## config.mk

```make
export PLATFORM = sky130hd
export DESIGN_NAME = stitched_grid_index_generator
export DESIGN_NICKNAME = d
export VERILOG_FILES = /design/src/rtl/core/sgig_pkg.sv /design/src/rtl/core/sgig_seg.sv /design/src/rtl/core/sgig_div.sv /design/src/rtl/core/sgig_vtx.sv /design/src/rtl/core/stitched_grid_index_generator.sv
export SDC_FILE = /design/constraint.sdc
export NUM_CORES = 1
export LEC_CHECK = 0
export ABC_CLOCK_PERIOD_IN_PS = 5380
export BUFFER_PORTS_ARGS = -buffer_cell sky130_fd_sc_hd__buf_2
export CAP_MARGIN = 20
export CORE_MARGIN = 2
export CORE_UTILIZATION = 58
export DETAILED_ROUTE_END_ITERATION = 10
export GPL_TIMING_DRIVEN = 0
export PLACE_DENSITY = 0.79
export SYNTH_ARGS = -nofsm -noshare
export SYNTH_HDL_FRONTEND = slang
export SYNTH_SLANG_ARGS = --single-unit
```

## constraint.sdc

```tcl
create_clock -name clk_i -period 5.38 [get_ports clk_i]
set_clock_uncertainty 0.2 [all_clocks]
set_input_delay 0.538 -clock clk_i [delete_from_list [all_inputs] [get_ports clk_i]]
set_output_delay 0.538 -clock clk_i [all_outputs]
set_load 0.1 [all_outputs]
```

## src/rtl/core/sgig_pkg.sv

```systemverilog
// types, constants and offset table shared by the stitched grid index generator
`timescale 1ns / 1ps
`default_nettype none

package sgig_pkg;

  localparam int unsigned RES_W  = 8;
  localparam int unsigned CNT_W  = 9;
  localparam int unsigned SUM_W  = 11;
  localparam int unsigned TOT_W  = 17;
  localparam int unsigned TRI_W  = 15;
  localparam int unsigned VTX_W  = 15;
  localparam int unsigned BASE_W = 16;
  localparam int unsigned QUO_W  = 8;
  localparam int unsigned DIV_BPS    = 2;
  localparam int unsigned DIV_STAGES = QUO_W / DIV_BPS;
  localparam int unsigned OFF_W  = 5;

  typedef enum logic [1:0] {
    EDGE_UPPER = 2'd0,
    EDGE_RIGHT = 2'd1,
    EDGE_LOWER = 2'd2,
    EDGE_LEFT  = 2'd3
  } edge_e;

  typedef struct packed {
    logic [3:0]       edge_pattern;
    logic [TRI_W-1:0] triangle_number;
  } in_t;

  typedef struct packed {
    logic             in_range;
    logic [VTX_W-1:0] vertex_first;
    logic [VTX_W-1:0] vertex_second;
    logic [VTX_W-1:0] vertex_third;
    logic             final_triangle;
    logic [TOT_W-1:0] pattern_index_total;
  } out_t;

  typedef struct packed {
    logic [RES_W-1:0] res;
    edge_e            edge_sel;
    logic             interior;
    logic             sparse;
    logic [CNT_W-1:0] strip_len;
    logic [TRI_W-1:0] local_num;
    logic             in_range;
    logic             final_tri;
    logic [TOT_W-1:0] idx_total;
  } seg_t;

  typedef struct packed {
    seg_t             seg;
    logic [QUO_W-1:0] row;
    logic [QUO_W-1:0] col;
  } div_t;

  // offset entry: {constant (signed 3 bits), multiple of resolution (2 bits)}
  function automatic logic [OFF_W-1:0] oe(int c0, int c1);
    return {3'(c0), 2'(c1)};
  endfunction

  // [edge][sparse][kind][vertex]
  localparam logic [OFF_W-1:0] OFFS [4][2][3][3] = '{
    '{ // upper
      '{ '{oe(0,0), oe(2,1), oe(1,0)}, '{oe(0,0), oe(1,1), oe(2,1)},
         '{oe(0,0), oe(1,1), oe(1,0)} },
      '{ '{oe(0,0), oe(1,1), oe(2,1)}, '{oe(0,0), oe(2,1), oe(2,0)},
         '{oe(2,0), oe(2,1), oe(3,1)} } },
    '{ // right
      '{ '{oe(0,0), oe(-1,0), oe(0,1)}, '{oe(0,0), oe(0,1), oe(1,1)},
         '{oe(0,0), oe(-1,0), oe(1,1)} },
      '{ '{oe(0,0), oe(-1,0), oe(0,1)}, '{oe(0,0), oe(0,1), oe(2,2)},
         '{oe(0,1), oe(1,2), oe(2,2)} } },
    '{ // lower
      '{ '{oe(1,0), oe(0,0), oe(1,1)}, '{oe(1,0), oe(1,1), oe(2,1)},
         '{oe(0,0), oe(1,1), oe(2,1)} },
      '{ '{oe(1,0), oe(0,0), oe(1,1)}, '{oe(1,0), oe(1,1), oe(3,1)},
         '{oe(2,0), oe(1,0), oe(3,1)} } },
    '{ // left
      '{ '{oe(0,0), oe(2,1), oe(1,0)}, '{oe(0,0), oe(1,1), oe(2,1)},
         '{oe(0,0), oe(1,1), oe(1,0)} },
      '{ '{oe(1,0), oe(0,0), oe(2,1)}, '{oe(0,0), oe(2,2), oe(2,1)},
         '{oe(2,1), oe(2,2), oe(3,2)} } }
  };

endpackage

`default_nettype wire

```

## src/rtl/core/sgig_seg.sv

```systemverilog
// strip counts, pattern totals and segment lookup, two pipeline stages
`timescale 1ns / 1ps
`default_nettype none

module sgig_seg (
  input  logic                           clk_i,
  input  logic                           rst_ni,
  input  logic                           in_valid_i,
  output logic                           in_ready_o,
  input  sgig_pkg::in_t                  in_data_i,
  input  logic [sgig_pkg::RES_W-1:0]     res_i,
  output logic                           out_valid_o,
  input  logic                           out_ready_i,
  output sgig_pkg::seg_t                 out_data_o
);

  logic                           a_valid_q;
  logic [3:0]                     a_pat_q;
  logic [sgig_pkg::TRI_W-1:0]     a_tri_q;
  logic [sgig_pkg::RES_W-1:0]     a_res_q;
  logic [sgig_pkg::CNT_W-1:0]     a_ns_q, a_nd_q;
  logic [sgig_pkg::TOT_W-1:0]     a_inner_q;
  logic [sgig_pkg::SUM_W-1:0]     a_p1_q, a_p2_q, a_p3_q, a_p4_q;
  logic                           b_valid_q;
  sgig_pkg::seg_t                 b_data_q;
  logic                           a_ready, b_ready;

  logic [sgig_pkg::RES_W-1:0]     rm2;
  logic [15:0]                    sq;
  logic [sgig_pkg::CNT_W-1:0]     ns, nd, n0, n1, n2, n3;
  logic [sgig_pkg::SUM_W-1:0]     p1, p2, p3, p4;

  assign b_ready    = !b_valid_q || out_ready_i;
  assign a_ready    = !a_valid_q || b_ready;
  assign in_ready_o = a_ready;

  always_comb begin
    rm2 = res_i - 8'd2;
    sq  = {8'd0, rm2} * {8'd0, rm2};
    ns  = {1'b0, res_i} + {2'b0, res_i[7:1]} - 9'd2;
    nd  = {res_i, 1'b0} - 9'd2;
    n0  = in_data_i.edge_pattern[0] ? ns : nd;
    n1  = in_data_i.edge_pattern[1] ? ns : nd;
    n2  = in_data_i.edge_pattern[2] ? ns : nd;
    n3  = in_data_i.edge_pattern[3] ? ns : nd;
    p1  = {2'b0, n0};
    p2  = p1 + {2'b0, n1};
    p3  = p2 + {2'b0, n2};
    p4  = p3 + {2'b0, n3};
  end

  always_ff @(posedge clk_i or negedge rst_ni) begin
    if (!rst_ni) begin
      a_valid_q <= 1'b0;
    end else if (a_ready) begin
      a_valid_q <= in_valid_i;
    end
  end

  always_ff @(posedge clk_i) begin
    if (a_ready && in_valid_i) begin
      a_pat_q   <= in_data_i.edge_pattern;
      a_tri_q   <= in_data_i.triangle_number;
      a_res_q   <= res_i;
      a_ns_q    <= ns;
      a_nd_q    <= nd;
      a_inner_q <= {sq, 1'b0};
      a_p1_q    <= p1;
      a_p2_q    <= p2;
      a_p3_q    <= p3;
      a_p4_q    <= p4;
    end
  end

  logic [sgig_pkg::TOT_W-1:0] total, t_ext;
  logic [sgig_pkg::TRI_W-1:0] t_p1, t_p2, t_p3, t_p4;
  sgig_pkg::seg_t             seg_d;

  always_comb begin
    total = a_inner_q + {6'd0, a_p4_q};
    t_ext = {2'b0, a_tri_q};
    t_p1  = {4'd0, a_p1_q};
    t_p2  = {4'd0, a_p2_q};
    t_p3  = {4'd0, a_p3_q};
    t_p4  = {4'd0, a_p4_q};
    seg_d.res       = a_res_q;
    seg_d.interior  = 1'b0;
    seg_d.in_range  = t_ext < total;
    seg_d.final_tri = t_ext == (total - 17'd1);
    seg_d.idx_total = {total[15:0], 1'b0} + total;
    if (a_tri_q < t_p1) begin
      seg_d.edge_sel  = sgig_pkg::EDGE_UPPER;
      seg_d.local_num = a_tri_q;
    end else if (a_tri_q < t_p2) begin
      seg_d.edge_sel  = sgig_pkg::EDGE_RIGHT;
      seg_d.local_num = a_tri_q - t_p1;
    end else if (a_tri_q < t_p3) begin
      seg_d.edge_sel  = sgig_pkg::EDGE_LOWER;
      seg_d.local_num = a_tri_q - t_p2;
    end else if (a_tri_q < t_p4) begin
      seg_d.edge_sel  = sgig_pkg::EDGE_LEFT;
      seg_d.local_num = a_tri_q - t_p3;
    end else begin
      seg_d.edge_sel  = sgig_pkg::EDGE_UPPER;
      seg_d.interior  = 1'b1;
      seg_d.local_num = a_tri_q - t_p4;
    end
    seg_d.sparse    = a_pat_q[seg_d.edge_sel] && !seg_d.interior;
    seg_d.strip_len = a_pat_q[seg_d.edge_sel] ? a_ns_q : a_nd_q;
  end

  always_ff @(posedge clk_i or negedge rst_ni) begin
    if (!rst_ni) begin
      b_valid_q <= 1'b0;
    end else if (b_ready) begin
      b_valid_q <= a_valid_q;
    end
  end

  always_ff @(posedge clk_i) begin
    if (b_ready && a_valid_q) begin
      b_data_q <= seg_d;
    end
  end

  assign out_valid_o = b_valid_q;
  assign out_data_o  = b_data_q;

endmodule

`default_nettype wire

```

## src/rtl/core/sgig_div.sv

```systemverilog
// pipelined restoring divider splitting an interior cell number into row and column
`timescale 1ns / 1ps
`default_nettype none

module sgig_div (
  input  logic           clk_i,
  input  logic           rst_ni,
  input  logic           in_valid_i,
  output logic           in_ready_o,
  input  sgig_pkg::seg_t in_data_i,
  output logic           out_valid_o,
  input  logic           out_ready_i,
  output sgig_pkg::div_t out_data_o
);

  localparam int unsigned NS  = sgig_pkg::DIV_STAGES;
  localparam int unsigned BPS = sgig_pkg::DIV_BPS;
  localparam int unsigned QW  = sgig_pkg::QUO_W;

  logic           v_q   [NS];
  sgig_pkg::seg_t s_q   [NS];
  logic [QW-1:0]  rem_q [NS];
  logic [QW-1:0]  quo_q [NS];
  logic           rdy   [NS+1];
  logic           st_v  [NS];
  sgig_pkg::seg_t st_s  [NS];
  logic [QW-1:0]  st_rem[NS];
  logic [QW-1:0]  st_quo[NS];

  assign rdy[NS]    = out_ready_i;
  assign in_ready_o = rdy[0];

  assign st_v[0]   = in_valid_i;
  assign st_s[0]   = in_data_i;
  assign st_rem[0] = {2'b0, in_data_i.local_num[14:9]};
  assign st_quo[0] = '0;

  for (genvar g = 0; g < NS; g++) begin : g_stage
    logic [QW-1:0] cell_lo, dvs, rem, quo;
    logic [QW:0]   trial;

    assign rdy[g] = !v_q[g] || rdy[g+1];

    if (g > 0) begin : g_link
      assign st_v[g]   = v_q[g-1];
      assign st_s[g]   = s_q[g-1];
      assign st_rem[g] = rem_q[g-1];
      assign st_quo[g] = quo_q[g-1];
    end

    always_comb begin
      cell_lo = st_s[g].local_num[QW:1];
      dvs     = st_s[g].res - 8'd2;
      rem     = st_rem[g];
      quo     = st_quo[g];
      trial   = '0;
      for (int j = 0; j < BPS; j++) begin
        trial = {rem, cell_lo[QW-1-(g*BPS)-j]};
        if (trial >= {1'b0, dvs}) begin
          rem = QW'(trial - {1'b0, dvs});
          quo = {quo[QW-2:0], 1'b1};
        end else begin
          rem = trial[QW-1:0];
          quo = {quo[QW-2:0], 1'b0};
        end
      end
    end

    always_ff @(posedge clk_i or negedge rst_ni) begin
      if (!rst_ni) begin
        v_q[g] <= 1'b0;
      end else if (rdy[g]) begin
        v_q[g] <= st_v[g];
      end
    end

    always_ff @(posedge clk_i) begin
      if (rdy[g] && st_v[g]) begin
        s_q[g]   <= st_s[g];
        rem_q[g] <= rem;
        quo_q[g] <= quo;
      end
    end
  end

  assign out_valid_o    = v_q[NS-1];
  assign out_data_o.seg = s_q[NS-1];
  assign out_data_o.row = quo_q[NS-1];
  assign out_data_o.col = rem_q[NS-1];

endmodule

`default_nettype wire

```

## src/rtl/core/sgig_vtx.sv

```systemverilog
// triangle position decode, base vertex multiply and offset add, three stages
`timescale 1ns / 1ps
`default_nettype none

module sgig_vtx (
  input  logic           clk_i,
  input  logic           rst_ni,
  input  logic           in_valid_i,
  output logic           in_ready_o,
  input  sgig_pkg::div_t in_data_i,
  output logic           out_valid_o,
  input  logic           out_ready_i,
  output sgig_pkg::out_t out_data_o
);

  typedef struct packed {
    logic [7:0]                  m;
    logic [7:0]                  col;
    logic [7:0]                  w;
    logic [7:0]                  res;
    logic [2:0][sgig_pkg::OFF_W-1:0] off;
    logic                        in_range;
    logic                        final_tri;
    logic [sgig_pkg::TOT_W-1:0]  idx_total;
  } v1_t;

  typedef struct packed {
    logic [sgig_pkg::BASE_W-1:0] base;
    logic [7:0]                  res;
    logic [2:0][sgig_pkg::OFF_W-1:0] off;
    logic                        in_range;
    logic                        final_tri;
    logic [sgig_pkg::TOT_W-1:0]  idx_total;
  } v2_t;

  logic           v1_valid_q, v2_valid_q, v3_valid_q;
  v1_t            v1_q, v1_d;
  v2_t            v2_q, v2_d;
  sgig_pkg::out_t v3_q, v3_d;
  logic           v1_rdy, v2_rdy, v3_rdy;

  assign v3_rdy     = !v3_valid_q || out_ready_i;
  assign v2_rdy     = !v2_valid_q || v3_rdy;
  assign v1_rdy     = !v1_valid_q || v2_rdy;
  assign in_ready_o = v1_rdy;

  sgig_pkg::seg_t seg;
  logic [9:0]     s;
  logic [17:0]    prod3;
  logic [8:0]     q3;
  logic [9:0]     kind_w;
  logic [9:0]     half;
  logic [7:0]     pos;
  logic [1:0]     kind, tbl_e;
  logic           tbl_sp;

  always_comb begin
    seg    = in_data_i.seg;
    s      = {1'b0, seg.local_num[8:0]} + 10'd1;
    prod3  = {8'd0, s} * 18'd171;
    q3     = prod3[17:9];
    kind_w = s - {q3, 1'b0} - {1'b0, q3};
    half   = ({1'b0, seg.local_num[8:0]} + 10'd1) >> 1;
    if (seg.sparse) begin
      pos  = {q3[6:0], 1'b0};
      kind = kind_w[1:0];
    end else if (seg.local_num == {6'd0, seg.strip_len - 9'd1}) begin
      pos  = seg.res - 8'd1;
      kind = 2'd2;
    end else if (seg.local_num == '0 && seg.edge_sel == sgig_pkg::EDGE_UPPER) begin
      pos  = 8'd0;
      kind = 2'd0;
    end else begin
      pos  = half[7:0];
      kind = seg.local_num[0] ? 2'd0 : 2'd1;
    end
    unique case (seg.edge_sel)
      sgig_pkg::EDGE_UPPER: begin
        v1_d.m   = 8'd0;
        v1_d.col = pos;
      end
      sgig_pkg::EDGE_RIGHT: begin
        v1_d.m   = pos;
        v1_d.col = seg.res;
      end
      sgig_pkg::EDGE_LOWER: begin
        v1_d.m   = seg.res - 8'd1;
        v1_d.col = pos;
      end
      default: begin
        v1_d.m   = pos;
        v1_d.col = 8'd0;
      end
    endcase
    tbl_e  = seg.edge_sel;
    tbl_sp = seg.sparse;
    if (seg.interior) begin
      v1_d.m   = in_data_i.row + 8'd1;
      v1_d.col = in_data_i.col + 8'd1;
      tbl_e    = sgig_pkg::EDGE_UPPER;
      tbl_sp   = 1'b0;
      kind     = {1'b0, seg.local_num[0]};
    end
    v1_d.w         = seg.res + 8'd1;
    v1_d.res       = seg.res;
    for (int k = 0; k < 3; k++) begin
      v1_d.off[k] = sgig_pkg::OFFS[tbl_e][tbl_sp][kind][k];
    end
    v1_d.in_range  = seg.in_range;
    v1_d.final_tri = seg.final_tri;
    v1_d.idx_total = seg.idx_total;
  end

  always_comb begin
    v2_d.base      = {8'd0, v1_q.m} * {8'd0, v1_q.w} + {8'd0, v1_q.col};
    v2_d.res       = v1_q.res;
    v2_d.off       = v1_q.off;
    v2_d.in_range  = v1_q.in_range;
    v2_d.final_tri = v1_q.final_tri;
    v2_d.idx_total = v1_q.idx_total;
  end

  logic [17:0] vsum [3];

  always_comb begin
    for (int k = 0; k < 3; k++) begin
      vsum[k] = {2'b0, v2_q.base}
              + {{15{v2_q.off[k][4]}}, v2_q.off[k][4:2]}
              + {16'd0, v2_q.off[k][1:0]} * {10'd0, v2_q.res};
    end
    v3_d.in_range            = v2_q.in_range;
    v3_d.vertex_first        = v2_q.in_range ? vsum[0][14:0] : '0;
    v3_d.vertex_second       = v2_q.in_range ? vsum[1][14:0] : '0;
    v3_d.vertex_third        = v2_q.in_range ? vsum[2][14:0] : '0;
    v3_d.final_triangle      = v2_q.in_range && v2_q.final_tri;
    v3_d.pattern_index_total = v2_q.idx_total;
  end

  always_ff @(posedge clk_i or negedge rst_ni) begin
    if (!rst_ni) begin
      v1_valid_q <= 1'b0;
      v2_valid_q <= 1'b0;
      v3_valid_q <= 1'b0;
    end else begin
      if (v1_rdy) begin
        v1_valid_q <= in_valid_i;
      end
      if (v2_rdy) begin
        v2_valid_q <= v1_valid_q;
      end
      if (v3_rdy) begin
        v3_valid_q <= v2_valid_q;
      end
    end
  end

  always_ff @(posedge clk_i) begin
    if (v1_rdy && in_valid_i) begin
      v1_q <= v1_d;
    end
    if (v2_rdy && v1_valid_q) begin
      v2_q <= v2_d;
    end
    if (v3_rdy && v2_valid_q) begin
      v3_q <= v3_d;
    end
  end

  assign out_valid_o = v3_valid_q;
  assign out_data_o  = v3_q;

  ap_final_in_range: assert property (@(posedge clk_i) disable iff (!rst_ni)
    out_valid_o && out_data_o.final_triangle |-> out_data_o.in_range)
    else $error("final triangle flagged outside the pattern");

  ap_out_of_range_zero: assert property (@(posedge clk_i) disable iff (!rst_ni)
    out_valid_o && !out_data_o.in_range |->
      out_data_o.vertex_first == '0 && out_data_o.vertex_second == '0 &&
      out_data_o.vertex_third == '0)
    else $error("vertices not cleared for out of range triangle");

  ap_stage_advance: assert property (@(posedge clk_i) disable iff (!rst_ni)
    v1_valid_q && v2_rdy |=> v2_valid_q)
    else $error("item lost between decode and multiply stages");

endmodule

`default_nettype wire

```

## src/rtl/core/stitched_grid_index_generator.sv

```systemverilog
// top level of the stitched grid index generator
`timescale 1ns / 1ps
`default_nettype none

// Returns the three row-major vertex numbers of one triangle of a terrain
// patch index list, for a 4-bit edge pattern (1 upper, 2 right, 4 lower,
// 8 left sparse) and a triangle number, with the in-range and last flags and
// the pattern's index count. One triangle is accepted every clock unless
// stalled. Two stages do count and segment lookup, four the row/column
// divider (two quotient bits per stage), three position decode, base
// multiply and offset add. Write the resolution register through the cfg
// channel only while no transfer is in flight; the block does not check.

module stitched_grid_index_generator #(
  parameter int unsigned MAX_RESOLUTION = 128
) (
  input  logic                       clk_i,
  input  logic                       rst_ni,
  input  logic                       cfg_valid_i,
  output logic                       cfg_ready_o,
  input  logic [sgig_pkg::RES_W-1:0] cfg_data_i,
  input  logic                       in_valid_i,
  output logic                       in_ready_o,
  input  sgig_pkg::in_t              in_data_i,
  output logic                       out_valid_o,
  input  logic                       out_ready_i,
  output sgig_pkg::out_t             out_data_o
);

  localparam logic [8:0] MAX_R = 9'(MAX_RESOLUTION);

  logic [sgig_pkg::RES_W-1:0] res_q, res_eff;

  always_ff @(posedge clk_i or negedge rst_ni) begin
    if (!rst_ni) begin
      res_q <= 8'd16;
    end else if (cfg_valid_i && cfg_ready_o) begin
      res_q <= cfg_data_i;
    end
  end

  assign cfg_ready_o = 1'b1;

  always_comb begin
    res_eff = {res_q[7:1], 1'b0};
    if (res_eff < 8'd4) begin
      res_eff = 8'd4;
    end
    if ({1'b0, res_eff} > MAX_R) begin
      res_eff = {MAX_R[7:1], 1'b0};
    end
  end

  logic           seg_valid, seg_ready, div_valid, div_ready;
  sgig_pkg::seg_t seg_data;
  sgig_pkg::div_t div_data;

  sgig_seg u_seg (
    .clk_i       (clk_i),
    .rst_ni      (rst_ni),
    .in_valid_i  (in_valid_i),
    .in_ready_o  (in_ready_o),
    .in_data_i   (in_data_i),
    .res_i       (res_eff),
    .out_valid_o (seg_valid),
    .out_ready_i (seg_ready),
    .out_data_o  (seg_data)
  );

  sgig_div u_div (
    .clk_i       (clk_i),
    .rst_ni      (rst_ni),
    .in_valid_i  (seg_valid),
    .in_ready_o  (seg_ready),
    .in_data_i   (seg_data),
    .out_valid_o (div_valid),
    .out_ready_i (div_ready),
    .out_data_o  (div_data)
  );

  sgig_vtx u_vtx (
    .clk_i       (clk_i),
    .rst_ni      (rst_ni),
    .in_valid_i  (div_valid),
    .in_ready_o  (div_ready),
    .in_data_i   (div_data),
    .out_valid_o (out_valid_o),
    .out_ready_i (out_ready_i),
    .out_data_o  (out_data_o)
  );

endmodule

`default_nettype wire
```

* Yosys cells after proc, flatten, opt, wreduce, memory -nomap -nowiden
Memory sizes are Yosys's and may differ from the RTL's. Index checks and enable logic that the tools add are counted.
Word-level totals: output and inout bits 67, memories 3, memory bits (read-only) 0, register bits after elaboration 362, latch bits 0, bits in writable memories 284
Memory list:
- u_div.s_q | words 4, bits a word 55, rd ports 4, clocked after memory_dff 0, write ports 4, line sgig_div.sv:21 | sgig_pkg::seg_t s_q [NS];
- u_div.quo_q | words 4, bits a word 8, rd ports 4, clocked after memory_dff 0, write ports 4, line sgig_div.sv:23 | logic [QW-1:0] quo_q [NS];
- u_div.rem_q | words 4, bits a word 8, rd ports 4, clocked after memory_dff 0, write ports 4, line sgig_div.sv:22 | logic [QW-1:0] rem_q [NS];
Cells by class: bitwise operators 3, $lt $le $gt $ge 19, reduce and logical (&&, ||, !) cells 33, shift operators 0, equality and inequality tests 4, $mul 6, add/subtract/negate cells 41, muxes and demuxes 66, div/mod/pow operators 0
Operators by type and width (count):
- $bmux 90 s2 | 1
- $mux 90 | 2
- $mux 45 | 3
- $mux 8 | 13
- $mux 15 | 6
- $ge 9x8->1 | 7
- $sub 8x8->8 | 7
- $pmux 16 s3 | 1
- $add 15x10->15 | 3
- $add 15x3->15 | 3
- $lt 15x11->1 | 3
- $mux 9 | 5
- $sub 15x11->15 | 3
- $sub 8x2->8 const B | 5
- $bmux 15 s2 | 1
- $mul 2x8->10 | 3
- $add 8x1->8 const B | 3
- $mux 1 | 23
- $add 11x9->11 | 2
- $mux 2 | 9
- $sub 9x2->9 const B | 2
- $add 17x11->17 | 1
- $add 17x17->17 | 1
- $eq 15x17->1 | 1
- other kinds (33) | 64

* Logic depth before layout (Yosys ltp)
An unclocked memory read counts as a cell.
depth in word-level cells 12, mapped depth 28, depth with buffers taken out 28

* Hierarchy
Synthesis repeated with hierarchy kept, for this count alone.
Second synthesis, totals: cell total of the unflattened synthesis 3376, area total of the unflattened synthesis 39775.6 µm²
Modules (own cells, without submodules):
- sgig_vtx | cells an instance 1274, sequential area each 5510.3 µm², area each 14087.3 µm², times used 1
- sgig_seg | cells an instance 1306, sequential area each 4674.5 µm², area each 13190.2 µm², times used 1
- sgig_div | cells an instance 766, sequential area each 8267.9 µm², area each 12166.7 µm², times used 1
- stitched_grid_index_generator | cells an instance 30, sequential area each 176.4 µm², area each 331.6 µm², times used 1

* Worst setup path after synthesis
Ideal clock, no wire load.
path type reg-to-reg, start reg res_q[4] (netlist bit), end reg u_seg.a_inner_q[16] (netlist bit) (data pin), path slack -0.546 ns, period minus slack after synthesis 5.926 ns, required time 4.922 ns, data arrival time 5.468 ns, cell stages (with the launch flop) 25, setup time 0.258 ns, buffers on the path 0, cells stage by stage dfstp_2 nor2_1 a21oi_1 nor2_1 inv_1 ha_1 inv_1 a21o_1 a21oi_1 xnor2_1 clkinv_1 nand2_1 fa_1 fa_1 fa_1 inv_1 fa_1 ha_1 a21oi_1 o21bai_1 a21oi_1 o21ai_0 a21o_1 a21oi_1 xnor2_1
On the way: longest elaborated chain between the ends 6
Ends and longest elaborated chain:
- from (decl) | line stitched_grid_index_generator.sv:32 | logic [sgig_pkg::RES_W-1:0] res_q, res_eff;
- from (signal assigned) | line stitched_grid_index_generator.sv:38 | res_q <= cfg_data_i;
- $lt 8x3->1 | line stitched_grid_index_generator.sv:46 | if (res_eff < 8'd4) begin
- $mux 8 (*) | line stitched_grid_index_generator.sv:46
- $gt 8x8->1 | line stitched_grid_index_generator.sv:49 | if ({1'b0, res_eff} > MAX_R) begin
- $mux 8 (*) | line stitched_grid_index_generator.sv:49
- via res_eff (one bit) | line stitched_grid_index_generator.sv:32
- $sub 8x2->8 (*) | line sgig_seg.sv:38 | rm2 = res_i - 8'd2;
- $mul 8x8->16 (*) | line sgig_seg.sv:39 | sq = {8'd0, rm2} * {8'd0, rm2};
- via u_seg.sq[15] | line sgig_seg.sv:29 | logic [15:0] sq;
- to (signal assigned) | line sgig_seg.sv:67 | a_inner_q <= {sq, 1'b0};
- to (decl) | line sgig_seg.sv:22 | logic [sgig_pkg::TOT_W-1:0] a_inner_q;
The timed path passes the listed nets; every way through them passes the cells marked *. A chain may end at the register's enable or synchronous reset.

==> impl_metrics.json <==
{
  "grt_pass1_wl_mm": 133,
  "worstPathCellList": "buf_6 > ha_4 > nand4_1 > nor2_2 > xnor2_2 > inv_2 > ha_4 > inv_1 > fa_1 > inv_2 > fa_2 > ha_4 > o2111ai_2 > a21o_1 > nand2_2 > xor2_2 > ha_4 > xor2_1 > xnor2_1 > xnor2_2 > buf_4 > or3_4 > a21oi_1 > a311o_1",
  "grt_overflow": 0,
  "port_buffers": 95,
  "syn_area_mm2": 0.0367,
  "r2r_start": "u_div.s_q[3][19]",
  "cts_tree": "built",
  "synthArstFlopShare": 0.0268,
  "final_common_cell": "edfxtp_1",
  "initial_utilization": 0.584,
  "ios": 99,
  "place_congestion": 0.901,
  "die_area_mm2": 0.0653,
  "fillers": 4392,
  "maxSlewHeadroom": 0.352,
  "seq_area_frac_synth": 0.487,
  "violations": "design-rule violations, negative setup slack",
  "firstDrtPassIters": 9,
  "reg2regPathDepth": 24,
  "crit_type": "reg -> reg",
  "synth_edf_count": 582,
  "cp.arrival_ns": 5.70,
  "drive_gt1_frac": 0.176,
  "cts-htree-levels": 2,
  "fin_crit_sh": 1.03,
  "synthCells": 3093,
  "grt_setup_unrepaired": "yes",
  "whs_endpoint": "u_seg.a_pat_q[3]",
  "antenna_found_initial": 0,
  "fin_crit_ns": 5.53,
  "cts_made_buffers": 60,
  "hold_viol_final": 0,
  "cts-root-buf": "clkbuf_16",
  "worstMarginPinSlew_ns": 0.970,
  "required_ns": 5.56,
  "end_kind": "register",
  "max_stage_delay_ns": 0.53,
  "drt-total-wl_mm": 84.3,
  "syn2layout_area_growth_pct": 17.4,
  "setup_viol": 10,
  "finalWorstSetupSlack_ns": -0.146,
  "wl_per_cell_um": 19.6,
  "grt_pass1_vias": 25500,
  "dp_hpwl_mm": 62.0,
  "die_w_um": 256,
  "clkSinkCount": 598,
  "die_height_um": 256,
  "critical_path.startpoint": "u_div.s_q[3][19]",
  "fin_nets": 3939,
  "r2r_end": "u_vtx.v1_q[31]",
  "core-area_mm2": 0.0629,
  "crit_family": "adder cells",
  "drt_iter0_drc": 1900,
  "postSynthAreaPerCell_um2": 11.9,
  "yosysUniqueCellTypes": 80,
  "max_cap_viol_count": 0,
  "ant_nets": 0,
  "row_count": 92,
  "slew_viol_final": 0,
  "insertion_delay_ns": 0.63,
  "cp_common_cell": "ha_4",
  "ys.warnings.count": 0,
  "layout_common_cells": "edfxtp_1, ha_1, inv_1",
  "vias_per_cell": 5.77,
  "hold_start": "in_data_i[18]",
  "groute.usage.overall": 0.254,
  "fmax_mhz": 181,
  "grt_max_degree": 70,
  "synthFlopType": "edfxtp_1",
  "remaining_drc_errors": 1,
  "holdPathStages": 1,
  "r2r_setup_slack_ns": -0.15,
  "hold_path.class": "in -> reg",
  "routed-via-count": 24800,
  "ys_ff_latch": 598,
  "slowest_stage": "fa_1",
  "clk_pin_slew_worst_paths_ns": 0.06,
  "path_max_fanout": 3,
  "critPathBufInv": 5,
  "start_kind": "register",
  "dpl_worst_slack_ns": -1.45,
  "cts_buffer_depth": 3,
  "status": "finished with violations"
}
## registers in the layout (all words and copies together), names as in the netlist, 3 cells and up
register / count
res_q: 7
u_seg.a_tri_q: 15
u_seg.a_res_q: 6
u_div.rem_q: 32
u_seg.a_inner_q: 13
u_seg.a_ns_q: 8
u_vtx.out_data_o: 64
u_div.st_v: 3
u_seg.a_nd_q: 6
u_vtx.v1_q: 54
u_seg.a_p3_q: 11
u_seg.out_data_o: 54
u_seg.a_p4_q: 11
u_seg.a_pat_q: 4
u_div.s_q: 212
u_div.quo_q: 20
u_seg.a_p1_q: 9
u_seg.a_p2_q: 10
u_vtx.v2_q: 53
## cell usage after synthesis (9+ instances only)
cell / count / area share
a211oi_1: 18 / 0.0037
a21boi_0: 14 / 0.0029
a21o_1: 55 / 0.011
a21oi_1: 155 / 0.021
a221oi_1: 9 / 0.0021
a31oi_1: 14 / 0.0024
and2_1: 95 / 0.016
and3_1: 20 / 0.0034
clkbuf_1: 45 / 0.0046
dfrtp_1: 15 / 0.010
edfxtp_1: 582 / 0.48
fa_1: 123 / 0.067
ha_1: 371 / 0.13
inv_1: 337 / 0.034
mux2_2: 50 / 0.015
mux2i_1: 39 / 0.011
nand2_1: 162 / 0.017
nand2b_1: 34 / 0.0058
nand3_1: 52 / 0.0071
nand4_1: 16 / 0.0027
nor2_1: 196 / 0.020
nor2b_1: 41 / 0.0070
nor3_1: 56 / 0.0076
nor4_1: 11 / 0.0019
o21a_1: 35 / 0.0072
o21ai_0: 99 / 0.013
o21bai_1: 20 / 0.0041
o31ai_1: 10 / 0.0020
o41ai_1: 9 / 0.0021
or2_2: 12 / 0.0020
or3_1: 16 / 0.0027
xnor2_1: 183 / 0.044
xor2_1: 72 / 0.017
## how the worst max path moves through the flow
stage | to | cells after the start
global placement | u_seg.a_p4_q[10] | 25
detailed placement | u_seg.a_p4_q[10] | 25
CTS | u_seg.a_p4_q[10] | 26
floorplan | u_seg.a_inner_q[16] | 24
finish | u_vtx.v1_q[31] | 24
global route | u_seg.a_p4_q[10] | 23
## per-stage QoR
stage | setup TNS [ns] | instance area [um2] | cells | util | hold slack, ns
after CTS | -0.166 | 42200 | 4258 | 0.671 | 0.0123
after global placement | -84.20 | 38500 | 4042 | 0.613 | 0.200
after detailed placement | -52.27 | 38700 | 4050 | 0.616 | 0.205
after floorplan | 0 | 37000 | 3101 | - | 0.0424
after global routing | -3.18 | 43100 | 4307 | 0.686 | 0.0308
final | -0.642 | 43100 | 4308 | 0.686 | 0.0523
## cells by family after synthesis
logic type,count (synthesis),synth area share
and+or+nand+nor,737,0.0988
DFF,598,0.487
AOI/OAI and AO/OA,529,0.0940
adders and majority gates,494,0.193
buffers and inverters,389,0.0399
xor gates and xnor gates,255,0.0608
muxes,89,0.0260
other,2,0.000204
## area by class of cell
type,instances,area [um2],share of cell area
clock buffer,69,1570,0.0363
tap,846,1060,0.0246
antenna,1,2.50,0.0000581
buffer,44,224,0.00520
sequential,598,17900,0.415
timing repair buffer,255,1900,0.0441
inverter,340,1300,0.0301
clock inverter,41,429,0.00996
multi-input combinational,2114,18700,0.435
## timing repair
action / 4_1_cts / 5_1_grt
pin swaps: 73 / 68
hold buffers: 27 / 0
buffers inserted: 75 / 49
gates cloned: 1 / 0
gates resized for setup: 143 / 125
endpoints found under the hold margin: 42 / 0
setup endpoints to repair: 73 / 62
## per-layer routing
layer | vias to the layer above | GRT usage | part of all wire
met5 | - | 0 | 0
met4 | 0 | 0.0926 | 0.040
met3 | 236 | 0.0379 | 0.050
met2 | 773 | 0.460 | 0.51
met1 | 12200 | 0.308 | 0.40
li1 | 11700 | - | -
## worst register-to-register path: stages (launching register included)
cell       delay, ns
edfxtp_1        0.44
buf_6           0.14
ha_4            0.18
nand4_1         0.18
nor2_2          0.23
xnor2_2         0.20
inv_2           0.11
ha_4            0.27
inv_1           0.04
fa_1            0.53
inv_2           0.05
fa_2            0.45
ha_4            0.31
o2111ai_2       0.10
a21o_1          0.20
nand2_2         0.09
xor2_2          0.21
ha_4            0.16
xor2_1          0.15
xnor2_1         0.18
xnor2_2         0.17
buf_4           0.17
or3_4           0.12
a21oi_1         0.06
a311o_1         0.33
Power is left out: the tool's default activity adds up to more than one toggle a clock period on the data nets, which glitch-free logic cannot reach.
